### src/rtl/core/hcd_pkg.sv
// Shared types and constants for the HTTP chunked body decoder.
// No dependencies; used by every module under rtl/core.
`default_nettype none

package hcd_pkg;

  typedef enum logic [1:0] {
    PH_LINE = 2'd0,
    PH_DATA = 2'd1,
    PH_DONE = 2'd2,
    PH_ERR  = 2'd3
  } phase_t;

  localparam logic [1:0] KIND_DATA = 2'd0;
  localparam logic [1:0] KIND_END  = 2'd1;
  localparam logic [1:0] KIND_NUL  = 2'd2;

  localparam logic [7:0] CHAR_NUL = 8'h00;
  localparam logic [7:0] CHAR_LF  = 8'h0A;
  localparam logic [7:0] CHAR_CR  = 8'h0D;

  // depth of the queue between front and back
  localparam int QUEUE_DEPTH = 2;

  // one classified item, as handed from front to back
  typedef struct packed {
    logic [7:0] raw;
    logic       is_nul;
    logic       is_lf;
    logic       is_cr;
    logic       is_hex;
    logic [3:0] hex_val;
  } item_t;

  function automatic logic [4:0] hex_decode(input logic [7:0] c);
    logic [4:0] r;
    r = 5'd0;
    if (c >= 8'h30 && c <= 8'h39) begin
      r = {1'b1, 4'(c - 8'h30)};
    end else if (c >= 8'h61 && c <= 8'h66) begin
      r = {1'b1, 4'(c - 8'h57)};
    end else if (c >= 8'h41 && c <= 8'h46) begin
      r = {1'b1, 4'(c - 8'h37)};
    end
    return r;
  endfunction

endpackage

`default_nettype wire

### src/rtl/core/hcd_front.sv
// Front end: takes raw bytes and classifies them into items for the queue.
// Depends on hcd_pkg.
`default_nettype none

module hcd_front (
  input  wire logic          in_valid,
  output logic               in_ready,
  input  wire logic [7:0]    in_byte,
  input  wire logic          q_full,
  output logic               q_push,
  output hcd_pkg::item_t     q_item
);

  logic [4:0] hex_dec;

  assign hex_dec  = hcd_pkg::hex_decode(in_byte);
  assign in_ready = !q_full;
  assign q_push   = in_valid && !q_full;

  always_comb begin
    q_item.raw     = in_byte;
    q_item.is_nul  = (in_byte == hcd_pkg::CHAR_NUL);
    q_item.is_lf   = (in_byte == hcd_pkg::CHAR_LF);
    q_item.is_cr   = (in_byte == hcd_pkg::CHAR_CR);
    q_item.is_hex  = hex_dec[4];
    q_item.hex_val = hex_dec[3:0];
  end

endmodule

`default_nettype wire

### src/rtl/core/hcd_queue.sv
// Short FIFO of classified items between front and back.
// Depends on hcd_pkg (item_t, QUEUE_DEPTH).
`default_nettype none

module hcd_queue (
  input  wire logic           clk,
  input  wire logic           rst_n,
  input  wire logic           push,
  input  wire hcd_pkg::item_t push_item,
  input  wire logic           pop,
  output logic                full,
  output logic                not_empty,
  output hcd_pkg::item_t      head
);

  localparam int Depth  = hcd_pkg::QUEUE_DEPTH;
  localparam int PtrW   = (Depth > 1) ? $clog2(Depth) : 1;
  localparam int CountW = $clog2(Depth + 1);

  hcd_pkg::item_t mem_r [Depth];
  logic [PtrW-1:0]   wr_ptr_r, wr_ptr_nxt;
  logic [PtrW-1:0]   rd_ptr_r, rd_ptr_nxt;
  logic [CountW-1:0] count_r, count_nxt;

  assign full      = (count_r == CountW'(Depth));
  assign not_empty = (count_r != '0);
  assign head      = mem_r[rd_ptr_r];

  always_comb begin
    wr_ptr_nxt = wr_ptr_r;
    rd_ptr_nxt = rd_ptr_r;
    count_nxt  = count_r;
    if (push) begin
      wr_ptr_nxt = (wr_ptr_r == PtrW'(Depth - 1)) ? '0 : wr_ptr_r + 1'b1;
    end
    if (pop) begin
      rd_ptr_nxt = (rd_ptr_r == PtrW'(Depth - 1)) ? '0 : rd_ptr_r + 1'b1;
    end
    if (push && !pop) begin
      count_nxt = count_r + 1'b1;
    end else if (pop && !push) begin
      count_nxt = count_r - 1'b1;
    end
  end

  always_ff @(posedge clk) begin
    if (!rst_n) begin
      wr_ptr_r <= '0;
      rd_ptr_r <= '0;
      count_r  <= '0;
    end else begin
      wr_ptr_r <= wr_ptr_nxt;
      rd_ptr_r <= rd_ptr_nxt;
      count_r  <= count_nxt;
    end
  end

  always_ff @(posedge clk) begin
    if (push) begin
      mem_r[wr_ptr_r] <= push_item;
    end
  end

  a_no_push_full: assert property (@(posedge clk) disable iff (!rst_n)
    push |-> !full)
    else $error("queue pushed while full");
  a_no_pop_empty: assert property (@(posedge clk) disable iff (!rst_n)
    pop |-> not_empty)
    else $error("queue popped while empty");
  a_count_bound: assert property (@(posedge clk) disable iff (!rst_n)
    count_r <= CountW'(Depth))
    else $error("queue count beyond depth");

endmodule

`default_nettype wire

### src/rtl/core/hcd_back.sv
// Back end: line/data state machine, chunk counters and the output register.
// Depends on hcd_pkg (phase_t, item_t, kind codes).
`default_nettype none

module hcd_back #(
  parameter int LENGTH_BITS = 32
) (
  input  wire logic           clk,
  input  wire logic           rst_n,
  input  wire logic           q_not_empty,
  input  wire hcd_pkg::item_t q_head,
  output logic                q_pop,
  output logic                out_valid,
  input  wire logic           out_ready,
  output logic [7:0]          out_data_byte,
  output logic [1:0]          out_kind
);

  hcd_pkg::phase_t phase_r, phase_nxt;
  logic [LENGTH_BITS-1:0] chunk_len_r, chunk_len_nxt;
  logic [LENGTH_BITS-1:0] passed_r, passed_nxt;
  logic [LENGTH_BITS-1:0] accum_r, accum_nxt;
  logic                   stopped_r, stopped_nxt;
  logic [1:0]             line_chars_r, line_chars_nxt;
  logic                   last_cr_r, last_cr_nxt;
  logic                   out_valid_r, out_valid_nxt;
  logic [7:0]             out_data_r, out_data_nxt;
  logic [1:0]             out_kind_r, out_kind_nxt;
  logic                   slot_free;
  logic                   emit;
  logic [7:0]             emit_data;
  logic [1:0]             emit_kind;
  logic [LENGTH_BITS-1:0] passed_inc;
  logic                   empty_line;

  assign slot_free  = !out_valid_r || out_ready;
  assign q_pop      = q_not_empty && slot_free;
  assign passed_inc = passed_r + 1'b1;
  assign empty_line = (line_chars_r == 2'd0) || (line_chars_r == 2'd1 && last_cr_r);

  assign out_valid     = out_valid_r;
  assign out_data_byte = out_data_r;
  assign out_kind      = out_kind_r;

  always_comb begin
    phase_nxt      = phase_r;
    chunk_len_nxt  = chunk_len_r;
    passed_nxt     = passed_r;
    accum_nxt      = accum_r;
    stopped_nxt    = stopped_r;
    line_chars_nxt = line_chars_r;
    last_cr_nxt    = last_cr_r;
    emit           = 1'b0;
    emit_data      = 8'd0;
    emit_kind      = hcd_pkg::KIND_DATA;

    if (q_pop) begin
      case (phase_r)
        hcd_pkg::PH_DATA: begin
          passed_nxt = passed_inc;
          if (passed_inc >= chunk_len_r) begin
            phase_nxt = hcd_pkg::PH_LINE;
          end
          emit      = 1'b1;
          emit_data = q_head.raw;
        end
        hcd_pkg::PH_DONE: begin
          // trailers and anything else after the end marker are dropped
        end
        hcd_pkg::PH_ERR: begin
          emit      = 1'b1;
          emit_kind = hcd_pkg::KIND_NUL;
        end
        hcd_pkg::PH_LINE: begin
          if (q_head.is_nul) begin
            phase_nxt = hcd_pkg::PH_ERR;
            emit      = 1'b1;
            emit_kind = hcd_pkg::KIND_NUL;
          end else if (q_head.is_lf) begin
            passed_nxt     = '0;
            accum_nxt      = '0;
            stopped_nxt    = 1'b0;
            line_chars_nxt = 2'd0;
            last_cr_nxt    = 1'b0;
            if (empty_line) begin
              chunk_len_nxt = '0;
            end else begin
              chunk_len_nxt = accum_r;
              if (accum_r == '0) begin
                phase_nxt = hcd_pkg::PH_DONE;
                emit      = 1'b1;
                emit_kind = hcd_pkg::KIND_END;
              end else begin
                phase_nxt = hcd_pkg::PH_DATA;
              end
            end
          end else begin
            if (line_chars_r != 2'd3) begin
              line_chars_nxt = line_chars_r + 2'd1;
            end
            last_cr_nxt = q_head.is_cr;
            if (!stopped_r) begin
              if (q_head.is_hex) begin
                accum_nxt = {accum_r[LENGTH_BITS-5:0], q_head.hex_val};
              end else begin
                stopped_nxt = 1'b1;
              end
            end
          end
        end
        default: begin
          phase_nxt = hcd_pkg::PH_LINE;
        end
      endcase
    end

    out_valid_nxt = out_valid_r;
    out_data_nxt  = out_data_r;
    out_kind_nxt  = out_kind_r;
    if (slot_free) begin
      out_valid_nxt = emit;
      out_data_nxt  = emit_data;
      out_kind_nxt  = emit_kind;
    end
  end

  always_ff @(posedge clk) begin
    if (!rst_n) begin
      phase_r      <= hcd_pkg::PH_LINE;
      chunk_len_r  <= '0;
      passed_r     <= '0;
      accum_r      <= '0;
      stopped_r    <= 1'b0;
      line_chars_r <= 2'd0;
      last_cr_r    <= 1'b0;
      out_valid_r  <= 1'b0;
    end else begin
      phase_r      <= phase_nxt;
      chunk_len_r  <= chunk_len_nxt;
      passed_r     <= passed_nxt;
      accum_r      <= accum_nxt;
      stopped_r    <= stopped_nxt;
      line_chars_r <= line_chars_nxt;
      last_cr_r    <= last_cr_nxt;
      out_valid_r  <= out_valid_nxt;
    end
  end

  always_ff @(posedge clk) begin
    out_data_r <= out_data_nxt;
    out_kind_r <= out_kind_nxt;
  end

  a_err_sticky: assert property (@(posedge clk) disable iff (!rst_n)
    phase_r == hcd_pkg::PH_ERR |=> phase_r == hcd_pkg::PH_ERR)
    else $error("error phase left without reset");
  a_data_bounds: assert property (@(posedge clk) disable iff (!rst_n)
    phase_r == hcd_pkg::PH_DATA |-> chunk_len_r != '0 && passed_r < chunk_len_r)
    else $error("data phase with exhausted chunk");
  a_ctrl_zero: assert property (@(posedge clk) disable iff (!rst_n)
    out_valid_r && out_kind_r != hcd_pkg::KIND_DATA |-> out_data_r == 8'd0)
    else $error("marker item carries a data byte");
  a_done_silent: assert property (@(posedge clk) disable iff (!rst_n)
    phase_r == hcd_pkg::PH_DONE && q_pop |=> !out_valid_r)
    else $error("item emitted after end marker");

endmodule

`default_nettype wire

### src/rtl/core/http_chunked_decoder.sv
// HTTP chunked body decoder, one byte per item on each channel.
// Accepted bytes pass the queue, then the output register, to out_valid.
// Throughput: 1 byte per cycle, sustained while the output is taken; the
// two-entry front/back queue and the output register absorb stalls.
// Reset (rst_n low, synchronous) returns to line mode, clears the counters,
// empties the queue and drops any pending result. Depends on hcd_pkg.
`default_nettype none

module http_chunked_decoder #(
  parameter int LENGTH_BITS = 32
) (
  input  wire logic       clk,
  input  wire logic       rst_n,
  input  wire logic       in_valid,
  output logic            in_ready,
  input  wire logic [7:0] in_byte,
  output logic            out_valid,
  input  wire logic       out_ready,
  output logic [7:0]      out_data_byte,
  output logic [1:0]      out_kind
);

  logic           q_full;
  logic           q_push;
  logic           q_pop;
  logic           q_not_empty;
  hcd_pkg::item_t q_in_item;
  hcd_pkg::item_t q_head;

  hcd_front u_front (
    .in_valid (in_valid),
    .in_ready (in_ready),
    .in_byte  (in_byte),
    .q_full   (q_full),
    .q_push   (q_push),
    .q_item   (q_in_item)
  );

  hcd_queue u_queue (
    .clk       (clk),
    .rst_n     (rst_n),
    .push      (q_push),
    .push_item (q_in_item),
    .pop       (q_pop),
    .full      (q_full),
    .not_empty (q_not_empty),
    .head      (q_head)
  );

  hcd_back #(
    .LENGTH_BITS (LENGTH_BITS)
  ) u_back (
    .clk           (clk),
    .rst_n         (rst_n),
    .q_not_empty   (q_not_empty),
    .q_head        (q_head),
    .q_pop         (q_pop),
    .out_valid     (out_valid),
    .out_ready     (out_ready),
    .out_data_byte (out_data_byte),
    .out_kind      (out_kind)
  );

endmodule

`default_nettype wire

### config.mk
export PLATFORM = sky130hd
export DESIGN_NAME = http_chunked_decoder
export DESIGN_NICKNAME = d
export VERILOG_FILES = /design/src/rtl/core/hcd_pkg.sv /design/src/rtl/core/hcd_front.sv /design/src/rtl/core/hcd_queue.sv /design/src/rtl/core/hcd_back.sv /design/src/rtl/core/http_chunked_decoder.sv
export SDC_FILE = /design/constraint.sdc
export NUM_CORES = 1
export LEC_CHECK = 0
export BUFFER_PORTS_ARGS = -buffer_cell sky130_fd_sc_hd__buf_4
export CORE_ASPECT_RATIO = 1.4
export CORE_MARGIN = 2
export CORE_UTILIZATION = 45
export DETAILED_ROUTE_END_ITERATION = 16
export HOLD_SLACK_MARGIN = 0.06
export PLACE_DENSITY_LB_ADDON = 0.2
export SLEW_MARGIN = 20
export SYNTH_ARGS = -nofsm -noshare
export SYNTH_HDL_FRONTEND = slang
export SYNTH_SLANG_ARGS = --single-unit
### constraint.sdc
create_clock -name clk -period 4 [get_ports clk]
set_input_delay 0.4 -clock clk [delete_from_list [all_inputs] [get_ports clk]]
set_output_delay 0.4 -clock clk [all_outputs]
set_load 0.03 [all_outputs]
==> results_dict.tcl <==
set metrics [dict create \
    worstPathCellList "ha_1 > nand3_1 > nor3_1 > buf_4 > and4_1 > nand3_1 > xnor2_1 > ha_1 > a21oi_1 > o21ai_0 > a221o_1 > a221oi_1 > o22a_1 > mux2i_1" \
    drive_gt1_frac 0.106 \
    drt.antenna.violating_nets 0 \
    num_rows 55 \
    cp_max_fo 6 \
    finalNetCount 898 \
    drt_iter0_markers 402 \
    cts_setup_buffers 0 \
    die_height_um 157 \
    drt_drc_violations_left 1 \
    timing.slew.headroom 0.286 \
    avgRoutedWirePerCell_um 16.4 \
    clockBufferDepth 2 \
    outcome "finished, violations left" \
    finalSetupViolations 0 \
    synth_top_area_share 0.289 \
    synthCells 827 \
    synthDistinctLibCells 62 \
    switching_share 0.306 \
    fin_setup_tns_ns 0 \
    cap_violations 0 \
    seq_area_frac_synth 0.458 \
    cts_buffers 17 \
    drv_slew 0 \
    avgSynthCellArea_um2 9.05 \
    cp_slowest_stage_delay_ns 0.41 \
    cp.arrival_ns 3.75 \
    hold_buffers 0 \
    clock_latency_ns 0.42 \
    floorplan.initialDensity 0.461 \
    grt_max_degree 80 \
    clkPwrFrac 0.369 \
    yosysTopAreaCell "dfxtp_1" \
    postSynthNetCount 885 \
    antenna_cells 0 \
    hpwl_um 12500 \
    worstSetupPathType "flip-flop to flip-flop" \
    regToRegStartpoint "u_back.passed_r[0]$_SDFFE_PN0P_" \
    post-route-util 0.518 \
    holdCritStartpoint "in_byte[6]" \
    finalCriticalPeriod_ns 3.41 \
    slowest_stage "dfxtp_1" \
    leakagePower_nw 3.18 \
    stdcell_count 1052 \
    cts_root_buf "clkbuf_16" \
    violations "design-rule violations" \
    comb_power_share 0.212 \
    vias 5934 \
    place.port_buffers 23 \
    ff_latch_area_mm2 0.00342 \
    vdd_ir_drop_max_uv 362 \
    rsz0062_at_grt "no" \
    fin_crit_sh 0.852 \
    hold_viol_final 0 \
    async_flop_share 0 \
    seqPwrFrac 0.419 \
    grt_util_all_layers 0.203 \
    first_pass_iters 11 \
    power.net_switching_mw 1.29 \
    overflow 0 \
    wl_um 17300 \
    htree_num_levels 4 \
    finClkSkew_ns 0.00859 \
    fp.dieW_um 113 \
    syn-cell-area_mm2 0.00748 \
    synth_enable_flop_cells 42 \
    synth_warnings 0 \
    synth.area.top_cells "dfxtp_1, edfxtp_1, ha_1, a21oi_1, nand3_1" \
    crit_start "u_back.passed_r[0]$_SDFFE_PN0P_" \
    fillCellCount 1510 \
    multi_input_area_mm2 0.00373 \
    synth_seq_cells 150 \
    worst_setup_path_end_kind "flip-flop" \
    yosys_most_used_dff "dfxtp_1" \
    area_delta_synth_final_pct 12.4 \
    worst_slew_pin_slew_ns 1.07 \
    cts_sinks 150 \
    die_area_mm2 0.0177 \
    pin_count 24 \
    cp-start-kind "flip-flop" \
    hp-class "input pin to flip-flop" \
    vias_per_cell 5.64 \
    gp_congestion 0.862 \
    grt_pass1_vias 5915 \
    crit_family "compound AO/OA/AOI/OAI gates" \
    power_density_mw_per_mm2 499 \
    dp.cells 1020 \
    internal_power_mw 2.91 \
    cts_tree "done" \
    crit_required_ns 4.35 \
    path_buf_inv 1 \
    post_cts_resized 0 \
    antenna_found_initial 0 \
    grt_pass1_wl_um 28500 \
    max_freq_ghz 0.293 \
    core_area_mm2 0.0162 \
    clkTransAtPathRegs_ns 0.06 \
]
[cell usage in the layout (no fill, tap or decap), types with 4 or more instances in the layout]
cell / count
clkbuf_16: 18
nor4_1: 10
inv_1: 44
nand2b_1: 8
mux2_2: 7
nand4_1: 10
o21ai_0: 19
a21oi_1: 88
and3_1: 9
xor2_1: 13
a22oi_1: 11
dfxtp_1: 108
o21a_1: 4
and2_1: 4
nand3_1: 78
a22o_1: 5
mux2i_1: 16
ha_1: 46
xnor2_1: 21
nand2_1: 101
nor2_1: 46
or3_1: 7
buf_4: 34
a31oi_1: 7
edfxtp_1: 42
nor2b_1: 15
nor3_1: 13
and4_1: 4
[Yosys cell counts (all sizes together) (3+ instances only)]
cell,number
nor2b,15
o21a,4
nor4b,4
nand2,103
a22o,5
o21bai,3
clkbuf,29
buf,11
or3,8
xnor2,21
mux2,7
inv,46
dfxtp,108
o21ai,22
xor2,13
a31oi,7
mux2i,17
nor2,49
and2,5
nand2b,8
a22oi,11
nor3,15
a211oi,3
ha,46
nor4,12
edfxtp,42
a21oi,89
nand4,12
and3,9
nand3,78
and4,5
[power by group through the flow]
| stage | Sequential (mW) | Clock [mW] | Combinational (mW) |
|---|---|---|---|
| detailed placement | 1.79 | 0 | 0.885 |
| global route | 1.77 | 1.64 | 0.964 |
| finish | 1.76 | 1.55 | 0.889 |
| CTS | 1.76 | 1.58 | 0.891 |
| global placement | 1.79 | 0 | 0.869 |
| floorplan | 1.83 | 0 | 0.577 |
[flip-flops by register name, indices dropped and copies added (netlist names), 2 cells and up, named ones only]
| signal | count |
|---|---|
| u_back.accum_r | 32 |
| u_back.chunk_len_r | 32 |
| u_back.line_chars_r | 2 |
| u_back.out_data_byte | 8 |
| u_back.out_kind | 2 |
| u_back.passed_r | 32 |
| u_back.phase_r | 2 |
| u_queue.count_r | 2 |
| u_queue.mem_r | 32 |
[layout make-up]
cell class | instances | area share
Inverter | 46 | 0.0205
Multi-Input combinational cell | 591 | 0.444
Sequential cell | 150 | 0.407
Tap cell | 199 | 0.0296
Clock inverter | 7 | 0.00833
Timing Repair Buffer | 34 | 0.0303
Clock buffer | 25 | 0.0604
[stage by stage]
stage	setup WS [ns]	hold slack, ns	cell area (um2)	total power, mW
floorplan	0.840	0.432	7480	2.41
finish	0.591	0.188	8410	4.20
global placement	0.709	0.445	7830	2.65
global route	0.373	0.179	8410	4.37
CTS	0.572	0.168	8410	4.23
detailed placement	0.597	0.447	7830	2.67
[worst paths after layout]
kind / endpoint / slack [ns] / depth (start not counted)
setup / recovery: u_back.phase_r[1]$_SDFFE_PN0P_ / 0.59 / 14
setup reg to reg: u_back.phase_r[1]$_SDFFE_PN0P_ / 0.59 / 14
hold reg to reg: u_back.chunk_len_r[4]$_SDFFE_PN0P_ / 0.45 / 2
hold / removal: u_queue.mem_r[0][14]$_DFFE_PP_ / 0.19 / 1
[metal layers]
layer | share of wire | global-route usage
met1 | 0.40 | 0.222
met2 | 0.54 | 0.383
met3 | 0.035 | 0.0341
met4 | 0.029 | 0.0889
met5 | 0 | 0
[kinds of logic after synthesis]
family                   synth area share
adder cells (fa/ha/maj)            0.0769
flip-flops                          0.458
multiplexers                       0.0333
AND/OR/NAND/NOR                     0.223
AO/OA/AOI/OAI                       0.124
XOR/XNOR                           0.0398
buffers and inverters              0.0448
(Power assumes the default switching activity.)
